==> src/hw/rtl/b2da_pkg.sv <==
`timescale 1ns / 1ps
// ----------------------------------------------------------------------------
// b2da_pkg
// Shared types and constants for the binary to decimal ASCII digit converter.
// ----------------------------------------------------------------------------
package b2da_pkg;

   // one BCD digit
   localparam int DIGIT_BITS = 4;
   // input bits folded into the BCD register per conversion cycle
   localparam int STEP_BITS  = 4;
   // width of one character beat
   localparam int CHAR_BITS  = 6;
   localparam logic [CHAR_BITS-1:0] ASCII_ZERO = 6'd48;

   typedef enum logic [1:0] {
      FE_IDLE,
      FE_CONV,
      FE_DONE
   } front_state_type;

endpackage

==> src/hw/rtl/binary_to_decimal_ascii_digits.sv <==
`timescale 1ns / 1ps
// ----------------------------------------------------------------------------
// binary_to_decimal_ascii_digits
// Converts an unsigned binary value to its decimal ASCII digits, most
// significant first, leading zeros suppressed, last digit flagged.
// ----------------------------------------------------------------------------
//  channel  | ports                                   | beat
//  ---------+-----------------------------------------+--------------------------
//  request  | req_valid, req_stall, req_value         | one binary value
//  response | rsp_valid, rsp_stall, rsp_digit_char,   | one ASCII digit; a value
//           | rsp_last_digit                          | gives 1..MAX_DIGITS beats
//
// Conversion feeds STEP_BITS input bits per step through the shift-add-3
// unit, then hands the digits to the queue; the front takes no new value
// until the last one is handed off. Digits leave one per cycle while rsp_stall
// is low. A two-entry queue lets conversion run ahead of a stalled output.
// Reset is synchronous and clears only control state.
// ----------------------------------------------------------------------------
module binary_to_decimal_ascii_digits #(
   parameter int VALUE_BITS = 32,
   parameter int MAX_DIGITS = 10
) (
   input  logic                           clock,
   input  logic                           reset,
   input  logic                           req_valid,
   output logic                           req_stall,
   input  logic [VALUE_BITS-1:0]          req_value,
   output logic                           rsp_valid,
   input  logic                           rsp_stall,
   output logic [b2da_pkg::CHAR_BITS-1:0] rsp_digit_char,
   output logic                           rsp_last_digit
);
   import b2da_pkg::*;

   localparam int ENTRY_W = MAX_DIGITS * DIGIT_BITS + $clog2(MAX_DIGITS);

   logic               push_valid;
   logic               push_stall;
   logic [ENTRY_W-1:0] push_data;
   logic               pop_valid;
   logic               pop_stall;
   logic [ENTRY_W-1:0] pop_data;

   b2da_front #(
      .VALUE_BITS (VALUE_BITS),
      .MAX_DIGITS (MAX_DIGITS)
   ) u_front (
      .clock      (clock),
      .reset      (reset),
      .req_valid  (req_valid),
      .req_stall  (req_stall),
      .req_value  (req_value),
      .push_valid (push_valid),
      .push_stall (push_stall),
      .push_data  (push_data)
   );

   b2da_queue #(
      .WIDTH (ENTRY_W)
   ) u_queue (
      .clock      (clock),
      .reset      (reset),
      .push_valid (push_valid),
      .push_stall (push_stall),
      .push_data  (push_data),
      .pop_valid  (pop_valid),
      .pop_stall  (pop_stall),
      .pop_data   (pop_data)
   );

   b2da_back #(
      .MAX_DIGITS (MAX_DIGITS)
   ) u_back (
      .clock          (clock),
      .reset          (reset),
      .pop_valid      (pop_valid),
      .pop_stall      (pop_stall),
      .pop_data       (pop_data),
      .rsp_valid      (rsp_valid),
      .rsp_stall      (rsp_stall),
      .rsp_digit_char (rsp_digit_char),
      .rsp_last_digit (rsp_last_digit)
   );

endmodule

==> src/hw/rtl/b2da_front.sv <==
`timescale 1ns / 1ps
// ----------------------------------------------------------------------------
// b2da_front
// Accepts a binary value and converts it to BCD by shift-and-add-3, several
// input bits per cycle, then pushes the digits and the index of the leading
// nonzero digit into the queue.
// ----------------------------------------------------------------------------
module b2da_front #(
   parameter int VALUE_BITS = 32,
   parameter int MAX_DIGITS = 10
) (
   input  logic                                            clock,
   input  logic                                            reset,
   input  logic                                            req_valid,
   output logic                                            req_stall,
   input  logic [VALUE_BITS-1:0]                           req_value,
   output logic                                            push_valid,
   input  logic                                            push_stall,
   output logic [MAX_DIGITS*b2da_pkg::DIGIT_BITS+$clog2(MAX_DIGITS)-1:0] push_data
);
   import b2da_pkg::*;

   localparam int STEPS    = (VALUE_BITS + STEP_BITS - 1) / STEP_BITS;
   localparam int PAD_BITS = STEPS * STEP_BITS;
   localparam int CNT_W    = (STEPS > 1) ? $clog2(STEPS) : 1;
   localparam int BCD_BITS = MAX_DIGITS * DIGIT_BITS;
   localparam int PTR_W    = $clog2(MAX_DIGITS);

   front_state_type       state_ff, state_in;
   logic [BCD_BITS-1:0]   bcd_ff, bcd_in;
   logic [PAD_BITS-1:0]   shreg_ff, shreg_in;
   logic [CNT_W-1:0]      cnt_ff, cnt_in;
   logic [BCD_BITS-1:0]   bcd_step;
   logic [PAD_BITS-1:0]   shreg_step;
   logic [PTR_W-1:0]      top_idx;
   logic                  req_take;
   logic                  cnt_last;

   // STEP_BITS rounds of correct-then-shift
   always_comb begin
      bcd_step   = bcd_ff;
      shreg_step = shreg_ff;
      for (int i = 0; i < STEP_BITS; i++) begin
         for (int d = 0; d < MAX_DIGITS; d++) begin
            if (bcd_step[d*DIGIT_BITS +: DIGIT_BITS] >= 4'd5) begin
               bcd_step[d*DIGIT_BITS +: DIGIT_BITS] =
                  bcd_step[d*DIGIT_BITS +: DIGIT_BITS] + 4'd3;
            end
         end
         // carry out of the top digit is dropped: result is mod 10^MAX_DIGITS
         bcd_step   = {bcd_step[BCD_BITS-2:0], shreg_step[PAD_BITS-1]};
         shreg_step = {shreg_step[PAD_BITS-2:0], 1'b0};
      end
   end

   // highest nonzero digit; zero when all digits are zero
   always_comb begin
      top_idx = '0;
      for (int d = 0; d < MAX_DIGITS; d++) begin
         if (bcd_ff[d*DIGIT_BITS +: DIGIT_BITS] != '0) begin
            top_idx = PTR_W'(d);
         end
      end
   end

   assign push_data = {top_idx, bcd_ff};
   assign cnt_last  = (cnt_ff == CNT_W'(STEPS - 1));
   assign req_take  = req_valid && !req_stall;

   always_comb begin
      state_in   = state_ff;
      req_stall  = 1'b1;
      push_valid = 1'b0;
      unique case (state_ff)
         FE_IDLE: begin
            req_stall = 1'b0;
            if (req_valid) begin
               state_in = FE_CONV;
            end
         end
         FE_CONV: begin
            if (cnt_last) begin
               state_in = FE_DONE;
            end
         end
         FE_DONE: begin
            push_valid = 1'b1;
            // next beat may enter in the same cycle the result is pushed
            req_stall  = push_stall;
            if (!push_stall) begin
               state_in = req_valid ? FE_CONV : FE_IDLE;
            end
         end
         default: begin
            state_in = FE_IDLE;
         end
      endcase
   end

   always_ff @(posedge clock) begin
      if (reset) begin
         state_ff <= FE_IDLE;
      end else begin
         state_ff <= state_in;
      end
   end

   always_comb begin
      bcd_in   = bcd_ff;
      shreg_in = shreg_ff;
      cnt_in   = cnt_ff;
      if (req_take) begin
         bcd_in   = '0;
         shreg_in = PAD_BITS'(req_value);
         cnt_in   = '0;
      end else if (state_ff == FE_CONV) begin
         bcd_in   = bcd_step;
         shreg_in = shreg_step;
         cnt_in   = cnt_ff + CNT_W'(1);
      end
   end

   always_ff @(posedge clock) begin
      bcd_ff   <= bcd_in;
      shreg_ff <= shreg_in;
      cnt_ff   <= cnt_in;
   end

   a_take_starts_conv: assert property (@(posedge clock) disable iff (reset)
      req_take |=> state_ff == FE_CONV)
      else $error("accepted beat did not start conversion");

   a_conv_ends: assert property (@(posedge clock) disable iff (reset)
      state_ff == FE_CONV && cnt_last |=> state_ff == FE_DONE)
      else $error("conversion did not finish after the last step");

   a_no_take_in_conv: assert property (@(posedge clock) disable iff (reset)
      state_ff == FE_CONV |-> req_stall && !push_valid)
      else $error("front busy but open");

endmodule

==> src/hw/rtl/b2da_queue.sv <==
`timescale 1ns / 1ps
// ----------------------------------------------------------------------------
// b2da_queue
// Two-entry register queue between the converter and the digit emitter.
// ----------------------------------------------------------------------------
module b2da_queue #(
   parameter int WIDTH = 44
) (
   input  logic             clock,
   input  logic             reset,
   input  logic             push_valid,
   output logic             push_stall,
   input  logic [WIDTH-1:0] push_data,
   output logic             pop_valid,
   input  logic             pop_stall,
   output logic [WIDTH-1:0] pop_data
);

   logic [WIDTH-1:0] mem_ff [2];
   logic             wr_ptr_ff, wr_ptr_in;
   logic             rd_ptr_ff, rd_ptr_in;
   logic [1:0]       count_ff, count_in;
   logic             push_take;
   logic             pop_take;

   assign push_stall = (count_ff == 2'd2);
   assign pop_valid  = (count_ff != 2'd0);
   assign pop_data   = mem_ff[rd_ptr_ff];
   assign push_take  = push_valid && !push_stall;
   assign pop_take   = pop_valid && !pop_stall;

   always_comb begin
      wr_ptr_in = wr_ptr_ff ^ push_take;
      rd_ptr_in = rd_ptr_ff ^ pop_take;
      count_in  = count_ff + {1'b0, push_take} - {1'b0, pop_take};
   end

   always_ff @(posedge clock) begin
      if (reset) begin
         wr_ptr_ff <= 1'b0;
         rd_ptr_ff <= 1'b0;
         count_ff  <= 2'd0;
      end else begin
         wr_ptr_ff <= wr_ptr_in;
         rd_ptr_ff <= rd_ptr_in;
         count_ff  <= count_in;
      end
   end

   always_ff @(posedge clock) begin
      if (push_take) begin
         mem_ff[wr_ptr_ff] <= push_data;
      end
   end

endmodule

==> src/hw/rtl/b2da_back.sv <==
`timescale 1ns / 1ps
// ----------------------------------------------------------------------------
// b2da_back
// Emits the digits of one queued entry, most significant first, one beat
// per cycle while rsp_stall is low, flagging the least significant digit.
// ----------------------------------------------------------------------------
module b2da_back #(
   parameter int MAX_DIGITS = 10
) (
   input  logic                                            clock,
   input  logic                                            reset,
   input  logic                                            pop_valid,
   output logic                                            pop_stall,
   input  logic [MAX_DIGITS*b2da_pkg::DIGIT_BITS+$clog2(MAX_DIGITS)-1:0] pop_data,
   output logic                                            rsp_valid,
   input  logic                                            rsp_stall,
   output logic [b2da_pkg::CHAR_BITS-1:0]                  rsp_digit_char,
   output logic                                            rsp_last_digit
);
   import b2da_pkg::*;

   localparam int BCD_BITS = MAX_DIGITS * DIGIT_BITS;
   localparam int PTR_W    = $clog2(MAX_DIGITS);

   logic                  busy_ff, busy_in;
   logic [BCD_BITS-1:0]   digits_ff, digits_in;
   logic [PTR_W-1:0]      ptr_ff, ptr_in;
   logic [DIGIT_BITS-1:0] cur_digit;
   logic                  rsp_take;
   logic                  pop_take;

   assign cur_digit      = digits_ff[ptr_ff*DIGIT_BITS +: DIGIT_BITS];
   assign rsp_valid      = busy_ff;
   assign rsp_last_digit = (ptr_ff == '0);
   assign rsp_digit_char = ASCII_ZERO + CHAR_BITS'(cur_digit);
   assign rsp_take       = rsp_valid && !rsp_stall;
   // load the next entry when idle or as the last digit leaves
   assign pop_stall      = busy_ff && !(rsp_take && rsp_last_digit);
   assign pop_take       = pop_valid && !pop_stall;

   always_comb begin
      busy_in   = busy_ff;
      digits_in = digits_ff;
      ptr_in    = ptr_ff;
      if (pop_take) begin
         busy_in   = 1'b1;
         digits_in = pop_data[BCD_BITS-1:0];
         ptr_in    = pop_data[BCD_BITS +: PTR_W];
      end else if (rsp_take) begin
         if (rsp_last_digit) begin
            busy_in = 1'b0;
         end else begin
            ptr_in = ptr_ff - PTR_W'(1);
         end
      end
   end

   always_ff @(posedge clock) begin
      if (reset) begin
         busy_ff <= 1'b0;
         ptr_ff  <= '0;
      end else begin
         busy_ff <= busy_in;
         ptr_ff  <= ptr_in;
      end
   end

   always_ff @(posedge clock) begin
      digits_ff <= digits_in;
   end

   a_ptr_steps_down: assert property (@(posedge clock) disable iff (reset)
      rsp_take && !rsp_last_digit |=> rsp_valid && ptr_ff == $past(ptr_ff) - PTR_W'(1))
      else $error("digit pointer did not step down");

   a_run_ends: assert property (@(posedge clock) disable iff (reset)
      rsp_take && rsp_last_digit && !pop_valid |=> !rsp_valid)
      else $error("output still valid after the last digit with nothing queued");

   a_idle_loads: assert property (@(posedge clock) disable iff (reset)
      !busy_ff && pop_valid |=> rsp_valid)
      else $error("idle emitter did not take a queued entry");

endmodule
==> config.mk <==
export PLATFORM = sky130hd
export DESIGN_NAME = binary_to_decimal_ascii_digits
export DESIGN_NICKNAME = d
export VERILOG_FILES = /design/src/hw/rtl/b2da_pkg.sv /design/src/hw/rtl/binary_to_decimal_ascii_digits.sv /design/src/hw/rtl/b2da_front.sv /design/src/hw/rtl/b2da_queue.sv /design/src/hw/rtl/b2da_back.sv
export SDC_FILE = /design/constraint.sdc
export NUM_CORES = 1
export LEC_CHECK = 0
export ABC_AREA = 1
export BUFFER_PORTS_ARGS = -buffer_cell sky130_fd_sc_hd__buf_2
export CORE_ASPECT_RATIO = 2
export CORE_UTILIZATION = 55
export DETAILED_ROUTE_END_ITERATION = 12
export HOLD_SLACK_MARGIN = 0.12
export PLACE_DENSITY = 0.72
export SLEW_MARGIN = 20
export SYNTH_ARGS = -nofsm -noshare
export SYNTH_HDL_FRONTEND = slang
export SYNTH_HIERARCHICAL = 1
export SYNTH_SLANG_ARGS = --single-unit
==> constraint.sdc <==
create_clock -name clock -period 3.4 [get_ports clock]
set_clock_uncertainty 0.1 [all_clocks]
set_input_delay 0.17 -clock clock [delete_from_list [all_inputs] [get_ports clock]]
set_output_delay 0.17 -clock clock [all_outputs]
set_load 0.02 [all_outputs]
---- Word level (Yosys, flattened, before mapping) ----
Memories as Yosys holds them, arrays and structs flattened. A register that Yosys moved wholly into a read port is not among the register bits.
Cells that the tools add are included.
operators by class
  magnitude comparators ................... 40
  bitwise gates (word level) .............. 2
  reductions and logical operators ........ 29
  equality and inequality tests ........... 8
  multiplexer cells ....................... 67
  add/sub/neg operators ................... 45
  shift operators ......................... 1
operators by type and width
  operator                                                               number
  4-bit 2-to-1 mux                                                       41
  4-bit by 3-bit >= comparator with 1-bit output, second input constant  40
  4-bit by 2-bit adder with 4-bit output, second input constant          36
  32-bit 2-to-1 mux                                                      2
  40-bit by 7-bit variable part select with 4-bit output                 1
  4-bit nonzero test                                                     9
  3-bit 2-to-1 mux                                                       8
  3-bit by 2-bit adder with 3-bit output, second input constant          4
  2-bit 2-to-1 mux                                                       5
  1-bit 2-to-1 mux                                                       9
  2-bit nonzero test                                                     4
  5-bit by 5-bit adder with 6-bit output, first input constant           1
  1-bit logical AND                                                      6
  2-bit != test, second input constant                                   3
  2-bit one-hot mux with 3 select lines                                  1
  1-bit logical NOT                                                      5
  2-bit == test, second input constant                                   2
  4-bit logical NOT                                                      1
  2-bit AND reduction                                                    2
  4-bit by 1-bit subtractor with 4-bit output, second input constant     1
  3-bit by 1-bit adder with 3-bit output, second input constant          1
  3-bit == test, second input constant                                   1
  3-bit AND reduction                                                    1
  2-bit by 1-bit adder with 2-bit output                                 1
  6 further kinds                                                        7
storage, ports and cells
  bits in registers ....................... 126
  word-level logic and storage cells ...... 203
  output and inout port bits .............. 9
  memories kept ........................... 1
  bits in writable memories ............... 88
  bits of input ports ..................... 36
memories
  name            depth  bits a word  rd ports  clocked after Yosys merged registers in  wr ports  RTL line          text
  u_queue.mem_ff  2      44           1         1                                        1         b2da_queue.sv:19  logic [WIDTH-1:0] mem_ff [2];

---- Depth between registers and ports, before layout ----
Gate-level depths: netlist of run 1.
  word-level depth ........................ 10
  mapped depth ............................ 29
  depth with buffers taken out ............ 29

---- Modules after synthesis ----
Netlist of run 1, hierarchy kept.
by module, submodules not included
  module      area each (um2)  times used  seq. area each (um2)  cells each
  b2da_front  7035.5           1           1861.8                1119
  b2da_queue  3608.5           1           2722.6                172
  b2da_back   1958.1           1           1301.2                176

---- Worst setup path after synthesis of run 1 ----
No wires, ideal clock.
  kind .................................... reg-to-reg
  start ................................... register u_front.bcd_ff[36]
  end ..................................... register u_front.bcd_ff[37]
  stages on the path, launching flop included .. 27
  arrival ................................. 2.757 ns
  setup slack ............................. 0.429 ns
  library setup time ...................... 0.113 ns
  cells stage by stage .................... dfxtp_1 -> inv_1 -> ha_1 -> nor2_2 -> nor2_2 -> xor2_2 -> ha_1 -> nand2_1 -> nand2_1 -> inv_1 -> nand2_1 -> nand2_1 -> nand2_2 -> ha_1 -> inv_1 -> nand3_1 -> nand2_1 -> nand2_1 -> nand2_1 -> nand2_1 -> ha_1 -> nand2_1 -> nand3_2 -> nand2_1 -> nand2_1 -> nand3_1 -> nand2_1
on the way
  longest elaborated chain between the ends .. 8
ends and longest elaborated chain
  item                                                                                                             RTL line                            text
  start: declaration                                                                                               b2da_front.sv:30                    logic [BCD_BITS-1:0] bcd_ff, bcd_in;
  start signal: assignment                                                                                         b2da_front.sv:124                   bcd_ff <= bcd_in;
  4-bit by 3-bit >= comparator with 1-bit output / 3-bit by 2-bit adder with 3-bit output (equally long branches)  b2da_front.sv:45, b2da_front.sv:47
  3-bit 2-to-1 mux *                                                                                               b2da_front.sv:45                    if (bcd_step[d*DIGIT_BITS +: DIGIT_BITS] >= 4'd5) begin
  4-bit by 3-bit >= comparator with 1-bit output / 3-bit by 2-bit adder with 3-bit output (equally long branches)  b2da_front.sv:45, b2da_front.sv:47
  3-bit 2-to-1 mux *                                                                                               b2da_front.sv:45
  4-bit by 3-bit >= comparator with 1-bit output / 3-bit by 2-bit adder with 3-bit output (equally long branches)  b2da_front.sv:45, b2da_front.sv:47
  3-bit 2-to-1 mux *                                                                                               b2da_front.sv:45
  4-bit by 3-bit >= comparator with 1-bit output *                                                                 b2da_front.sv:45
  3-bit 2-to-1 mux *                                                                                               b2da_front.sv:45
Mark *: on every way between the ends. The rest lies on a longest branch, timed or not.
A chain may end at the register's enable or synchronous reset.

---- Final worst setup path of run 1 ----
  start ................................... register u_front.bcd_ff[36]
  end ..................................... register u_front.bcd_ff[38]
on the way
  longest elaborated chain between the ends .. 8
ends and longest elaborated chain
  item                                                                                                             RTL line
  4-bit by 3-bit >= comparator with 1-bit output / 3-bit by 2-bit adder with 3-bit output (equally long branches)  b2da_front.sv:45, b2da_front.sv:47
  3-bit 2-to-1 mux *                                                                                               b2da_front.sv:45
  4-bit by 3-bit >= comparator with 1-bit output / 3-bit by 2-bit adder with 3-bit output (equally long branches)  b2da_front.sv:45, b2da_front.sv:47
  3-bit 2-to-1 mux *                                                                                               b2da_front.sv:45
  4-bit by 3-bit >= comparator with 1-bit output / 3-bit by 2-bit adder with 3-bit output (equally long branches)  b2da_front.sv:45, b2da_front.sv:47
  3-bit 2-to-1 mux *                                                                                               b2da_front.sv:45
  4-bit by 3-bit >= comparator with 1-bit output / 3-bit by 2-bit adder with 3-bit output (equally long branches)  b2da_front.sv:45, b2da_front.sv:47
  3-bit 2-to-1 mux *                                                                                               b2da_front.sv:45
Marks and branches as above.

==> metrics.txt, run 1 <==
status=complete, no violations; crit path DAT=3500 ps; clk sinks=approximately 210; minimum clock period=between 3000 and 4000 ps; period utilization=between 90% and 100%; design area=~0.014 mm2; GRT Residual Overflow=0; die footprint=about 0.024 mm2; Max clock buf depth=3; syn avg cell area=about 8.6 um2; met1 Resource Use GR=roughly 22%; Worst Path Required=3700 ps; # nets final=1637; vias in the first global route=approximately 9800; Storage cell area=0.00590 mm2; ys flop type=edfxtp_1; register area share after synthesis=a little under half; Max Clk Rate=between 0.3 and 0.4 GHz; critical path class=flop to flop; Synth Instances=~1500; DRT Wirelength=between 20 and 30 mm; element type at the critical path end=flop; CTS H-tree lvls=1; relative slew slack=between 50% and 60%; Pre-antenna DRT Iters=6; Rows=between 70 and 80; TritonCTS buffer count=20; final worst setup slack=between 150 and 200 ps; Yosys cell types=between 40 and 50; largest net degree at the start of global routing=46; Worst Max-Slew Pin Slew=657 ps; pre-CTS WS=around 8.1 ps; ANT cells=0; Clock transition at path regs=~60 ps; EDFF count, synth=160; vias post-DR=between 9000 and 10000; PortBufs=between 40 and 50; CP max FO=6; Max-cap violations=0; YS warnings=6; number of DRC markers in iteration 0=roughly 400; met2 Track Usage GR=~47%; grt met3 use=under 10%; Final GP Congestion=0.849; CTS tree=built; hold_ws=361 ps; share of layout cells above drive strength 1=about a fifth; initial antenna violation count=0; DR DRC count=0; first-pass GRT wire length=43.6 mm; chip height=roughly 220 um; multi-input combinational cell area=just under 0.006 mm2; Area Growth Syn to Fin=12.9%; Hold Violations, Final=0; I/O pins=between 40 and 50; crit start category=flop; chip width=109 um; WL per Instance=14.3 um; Fillers=between 1500 and 2000; Hold Crit Class=input port to flop; Post-Syn Area=roughly 0.013 mm2; Post-DP Area=between 0.01 and 0.015 mm2; initial core utilization=between 50% and 60%; Max Transition Viols Final=0; DP HPWL=about 20 mm; #FFs+latches synth=between 200 and 250; root buf cell=clkbuf_16; via/cell ratio=roughly 5.3; clock latency on the worst-skew pair=around 500 ps; ys async rst share=0%; Global Route Usage Sum=between 20% and 30%; antenna-violating nets left=0; Final setup viols=0; most frequent cells in the layout=437 x nand2_1, 178 x inv_1, 160 x edfxtp_1; busiest grt layer=met2; most common cell after layout, fill and taps aside=nand2_1; core area=between 0.02 and 0.025 mm2
-- registers in the layout, summed over array words and instances, names as in the netlist --
signal and flops:
u_front/cnt_ff 3, u_back/ptr_ff 4, u_queue/rd_ptr_ff 1, u_queue/wr_ptr_ff 1, u_front/shreg_ff 32, u_queue/count_ff 2, u_front/bcd_ff 40, u_queue/mem_ff 88
u_front/state_ff 2, u_back/digits_ff 40, u_back/rsp_valid 1
-- per-stage QoR --
step | util, % | cells | setup TNS (ps)
floorplan | - | 1468 | 0
global placement | 58.2 | 1778 | 0
detailed placement | 58.2 | 1778 | 0
CTS | 62.5 | 1848 | 0
global route | 63.1 | 1856 | -98.0
finish | 63.1 | 1856 | 0
-- cell type report --
type | instances | share of cell area, %
Clock inverter | 6 | 0.422
Inverter | 202 | 5.33
Tap cell | 280 | 2.46
Clock buffer | 30 | 4.00
Timing Repair Buffer | 100 | 5.40
Sequential cell | 214 | 41.5
Multi-Input combinational cell | 1024 | 40.9
-- cell families (layout without fill, tap and decap cells) --
family | Yosys count | in the layout | synth area share, %
buffers and inverters | 230 | 338 | 7.73
adder cells (fa/ha/maj) | 39 | 39 | 3.87
AO/OA/AOI/OAI | 138 | 138 | 6.64
other | 1 | 2 | 0.0298
XOR/XNOR | 6 | 6 | 0.477
flip-flops | 214 | 214 | 46.7
multiplexers | 44 | 44 | 5.06
AND/OR/NAND/NOR | 795 | 795 | 29.5
-- layer usage --
layer | routed length (um) | part of all wire (%) | vias to the layer above
met1 | 9230 | 35 | 4544
li1 | - | - | 5009
met4 | 1420 | 5.4 | 0
met2 | 15100 | 57 | 198
met5 | 0 | 0 | -
met3 | 730 | 2.8 | 85
-- final timing paths --
check / slack (ps) / startpoint / cells after the start / endpoint
min reg2reg: 370 / u_front/bcd_ff[37] / 0 / u_queue/mem_ff[0][37]
max: 200 / u_front/bcd_ff[36] / 26 / u_front/bcd_ff[38]
min: 360 / req_value[23] / 4 / u_front/shreg_ff[23]
max reg2reg: 200 / u_front/bcd_ff[36] / 26 / u_front/bcd_ff[38]
-- cell usage after synthesis, types with 4 or more instances --
master	n	area, um2
nand3_2	25	250
ha_1	39	488
o22ai_1	6	37.5
o21ai_1	22	110
clkbuf_1	11	41.3
buf_4	6	45.0
nand2_2	72	450
mux2_4	38	571
nor2_2	6	37.5
nand2_4	6	67.6
inv_1	181	679
edfxtp_1	160	4800
o21bai_1	7	52.6
o21ai_0	35	175
inv_2	20	75.1
buf_12	4	80.1
dfxtp_1	54	1080
nand4_1	21	131
nand2_1	446	1670
nand3_1	126	631
buf_2	4	20.0
o211ai_1	12	90.1
nand3b_1	6	45.0
nand3_4	4	70.1
a21oi_1	31	155
nor2_1	71	267
mux2_2	6	67.6
o21ai_2	17	149
-- what timing repair did --
| action | 4_1_cts | 5_1_grt |
|---|---|---|
| pin swaps | 0 | 6 |
| endpoints found under the hold margin | 43 | 0 |
| hold buffers | 34 | 0 |
| gates resized for setup | 2 | 23 |
| setup buffers | 0 | 8 |
| setup endpoints to repair | 2 | 3 |
-- worst max-delay path, cell delays in order, from the launching register on --
cell and delay (ps):
dfxtp_4 370, inv_1 50, ha_1 240, nor2_4 170
nor2_4 70, xor2_4 180, ha_1 210, nand2_1 70
nand2_1 70, inv_2 70, nand2_2 60, nand2_1 70
nand2_2 60, ha_1 170, inv_1 50, nand3_1 90
nand2_2 90, nand2_1 80, nand2_1 110, nand2_2 70
ha_1 190, inv_1 60, nand2_1 60, nand3_2 100
nand3_1 100, nand3_1 110, nand2_1 50
Power of run 1 is left out: the tool's default activity adds up to more than one toggle a clock period on the data nets, which glitch-free logic cannot reach.
==> run 2: changes to the inputs <==
--- a/config.mk
+++ b/config.mk
@@ -10,10 +10,9 @@
 export CORE_ASPECT_RATIO = 2
 export CORE_UTILIZATION = 55
 export DETAILED_ROUTE_END_ITERATION = 12
-export HOLD_SLACK_MARGIN = 0.12
+export HOLD_SLACK_MARGIN = 0.05
 export PLACE_DENSITY = 0.72
 export SLEW_MARGIN = 20
 export SYNTH_ARGS = -nofsm -noshare
 export SYNTH_HDL_FRONTEND = slang
-export SYNTH_HIERARCHICAL = 1
 export SYNTH_SLANG_ARGS = --single-unit
==> run 2 against run 1 <==
- die area fell by 4.9%
- flip-flop and latch count did not move
- global-route usage rose by 0.82 points
- routed wire length rose by 0.19%
- register-to-register slack improved by 20 ps
- non-clock buffer count fell by 1
==> metrics.txt, run 2 <==
Hold Violations, Final=0 (unchanged); register area share after synthesis=49.2% (+2.5 points); status=complete, no violations; minimum clock period=3180 ps (-23.0 ps); Worst Path Required=3690 ps (about the same); max reg flops=88 (unchanged); Hold Crit Class=input port to flop; Global Route Usage Sum=24.4% (+0.82 points); EDFF count, synth=160 (unchanged); Pre-antenna DRT Iters=5 (-1); Post-synth top cells=549 x nand2_1, 179 x inv_1, 160 x edfxtp_1; Final Non-Filler Cells=1863 (+0.38%); final worst setup slack=219 ps (+23.0 ps); # nets final=1659 (+1.3%); clk sinks=214 (unchanged); root buf cell=clkbuf_16; TritonCTS buffer count=20 (unchanged); period utilization=93.5% (-0.68 points); most common cell after layout, fill and taps aside=nand2_1; initial antenna violation count=1 (+1); chip height=211 um (-2.5%); CP max FO=4 (-2); Area Growth Syn to Fin=14.9%; vias in the first global route=9744 (-0.64%); crit path DAT=3470 ps (-30 ps); number of DRC markers in iteration 0=396 (-1.7%); initial core utilization=56.0% (about the same); Rows=76 (-2.6%); Worst Max-Slew Pin Slew=826 ps (+168 ps); via/cell ratio=5.34 (+0.84%); core area=0.0214 mm2 (-5.1%); DR DRC count=0 (unchanged); most frequent cells in the layout=538 x nand2_1, 172 x inv_1, 160 x edfxtp_1; Max Clk Rate=0.314 GHz (+0.72%); ys flop type=edfxtp_1; vias post-DR=9956 (+1.2%); chip width=106 um (-2.5%); relative slew slack=44.9% (-11 points); RSZ-0062 raised after global routing=true; DRT Wirelength=26.5 mm (+0.19%); YS warnings=0 (-6); Final Core Density=64.3% (+1.2 points); Reg with most FFs=u_queue.mem_ff; GRT Residual Overflow=0 (unchanged); ANT cells=0 (unchanged); element type at the critical path end=flop; Yosys cell types=45 (-2.2%); Fillers=1755 (-5.8%); syn avg cell area=8.06 um2 (-6.2%); hold_ws=350 ps (-10.9 ps); biggest regs=u_queue.mem_ff: 88 flops, u_back.digits_ff: 40 flops, u_front.bcd_ff: 40 flops; area leader, netlist=edfxtp_1; CTS tree=built; Final setup viols=0 (unchanged); R2R Setup Slk=220 ps (+20 ps); #FFs+latches synth=214 (unchanged); pre-CTS WS=1.35 ps (-6.72 ps); placed insts=1787 (+0.51%); Yosys top cell area share=40.1% (+2.0 points); critical path class=flop to flop; CTS H-tree lvls=1 (unchanged); PortBufs=42 (unchanged); crit start category=flop; WL per Instance=14.2 um (-0.18%); top post-synthesis cells by area=edfxtp_1 40%, nand2_1 17%, dfxtp_1 9.0%; Max Transition Viols Final=0 (unchanged); Final GP Congestion=0.814 (-4.1%); die footprint=0.0224 mm2 (-4.9%); most common cell in the netlist=nand2_1; clock latency on the worst-skew pair=500 ps (about the same); ys async rst share=0% (unchanged); Synth Instances=1486 (+1.3%); largest net degree at the start of global routing=47 (+2.2%); first-pass GRT wire length=43.7 mm (+0.14%); antenna-violating nets left=0 (unchanged); Clock transition at path regs=60 ps (about the same); Max-cap violations=0 (unchanged); share of layout cells above drive strength 1=14.2% (-6.2 points); Post-Syn Area=0.0120 mm2 (-5.0%); DP HPWL=18.4 mm (-6.4%); Max clock buf depth=3 (unchanged); I/O pins=45 (unchanged)
## run 2: cell types whose count changed after synthesis, sizes merged, moves of 12 or more
cell    change
nand3      -14
o22ai      +12
nand2      +61
inv        -13
clkbuf     +13
mux2       -44
## run 2: timing repair
action,in CTS,in global routing
pin swaps,0,9
buffers inserted,0,6
setup endpoints to repair,2,20
hold buffers,34,0
hold endpoints to repair,43,0
gates resized for setup,1,56
## run 2: kinds of logic (layout without fill, tap and decap cells)
kind of cell	count (synthesis)	count (layout)	share of synthesized area [%]
other	1	2	0.0313
AO/OA/AOI/OAI	149	149	7.40
multiplexers	4	4	0.334
XOR/XNOR	11	11	0.930
buffers and inverters	221	324	7.08
adder cells (fa/ha/maj)	47	47	4.91
flip-flops	214	214	49.2
AND/OR/NAND/NOR	839	839	30.2
## run 2: worst paths after layout
path	from	endpoint	cells past startpoint
worst max register to register	u_front.bcd_ff[37]	u_front.bcd_ff[37]	27
worst min register to register	u_front.bcd_ff[21]	u_queue.mem_ff[1][21]	0
worst max-delay path	u_front.bcd_ff[37]	u_front.bcd_ff[37]	27
worst min-delay path	req_valid	u_front.bcd_ff[5]	5
## run 2: stage by stage
| stage | cell area (um2) | setup TNS (ps) |
|---|---|---|
| detailed placement | 12500 | 0 |
| finish | 13800 | 0 |
| floorplan | 12000 | 0 |
| global placement | 12500 | 0 |
| CTS | 13600 | 0 |
| global route | 13800 | -103 |
## run 2: final cells by class
type	instances	area (um2)	area share, %
Multi-Input combinational cell	1052	5350	38.9
Tap cell	273	342	2.48
Clock inverter	12	166	1.21
Clock buffer	24	547	3.98
Timing Repair Buffer	99	723	5.26
Sequential cell	214	5920	43.0
Inverter	189	709	5.16
## run 2: metal layers
| layer | routed length, um | global-route usage [%] |
|---|---|---|
| met1 | 9760 | 25.0 |
| met2 | 14800 | 47.9 |
| met3 | 974 | 2.75 |
| met4 | 1030 | 11.2 |
| met5 | 13 | 0 |
## run 2: critical path, cell delays in order, from the launching register on
cell	delay (ps)
dfxtp_4	360
inv_1	60
ha_1	170
nand3b_1	200
nand2_2	120
nand2_1	70
nand2_2	100
ha_1	150
inv_1	50
nand3_2	70
nand2_2	60
nand2_2	90
nand2_1	80
and2_4	170
ha_1	180
inv_1	50
nand4_1	90
nand2_2	100
nand2_2	60
nand2_1	70
nand2_2	70
ha_2	200
nand2_1	80
nand3_2	90
nand2_1	80
nand2_1	50
nand3_1	60
nand2_1	50
Power of run 2 is left out for the same reason.
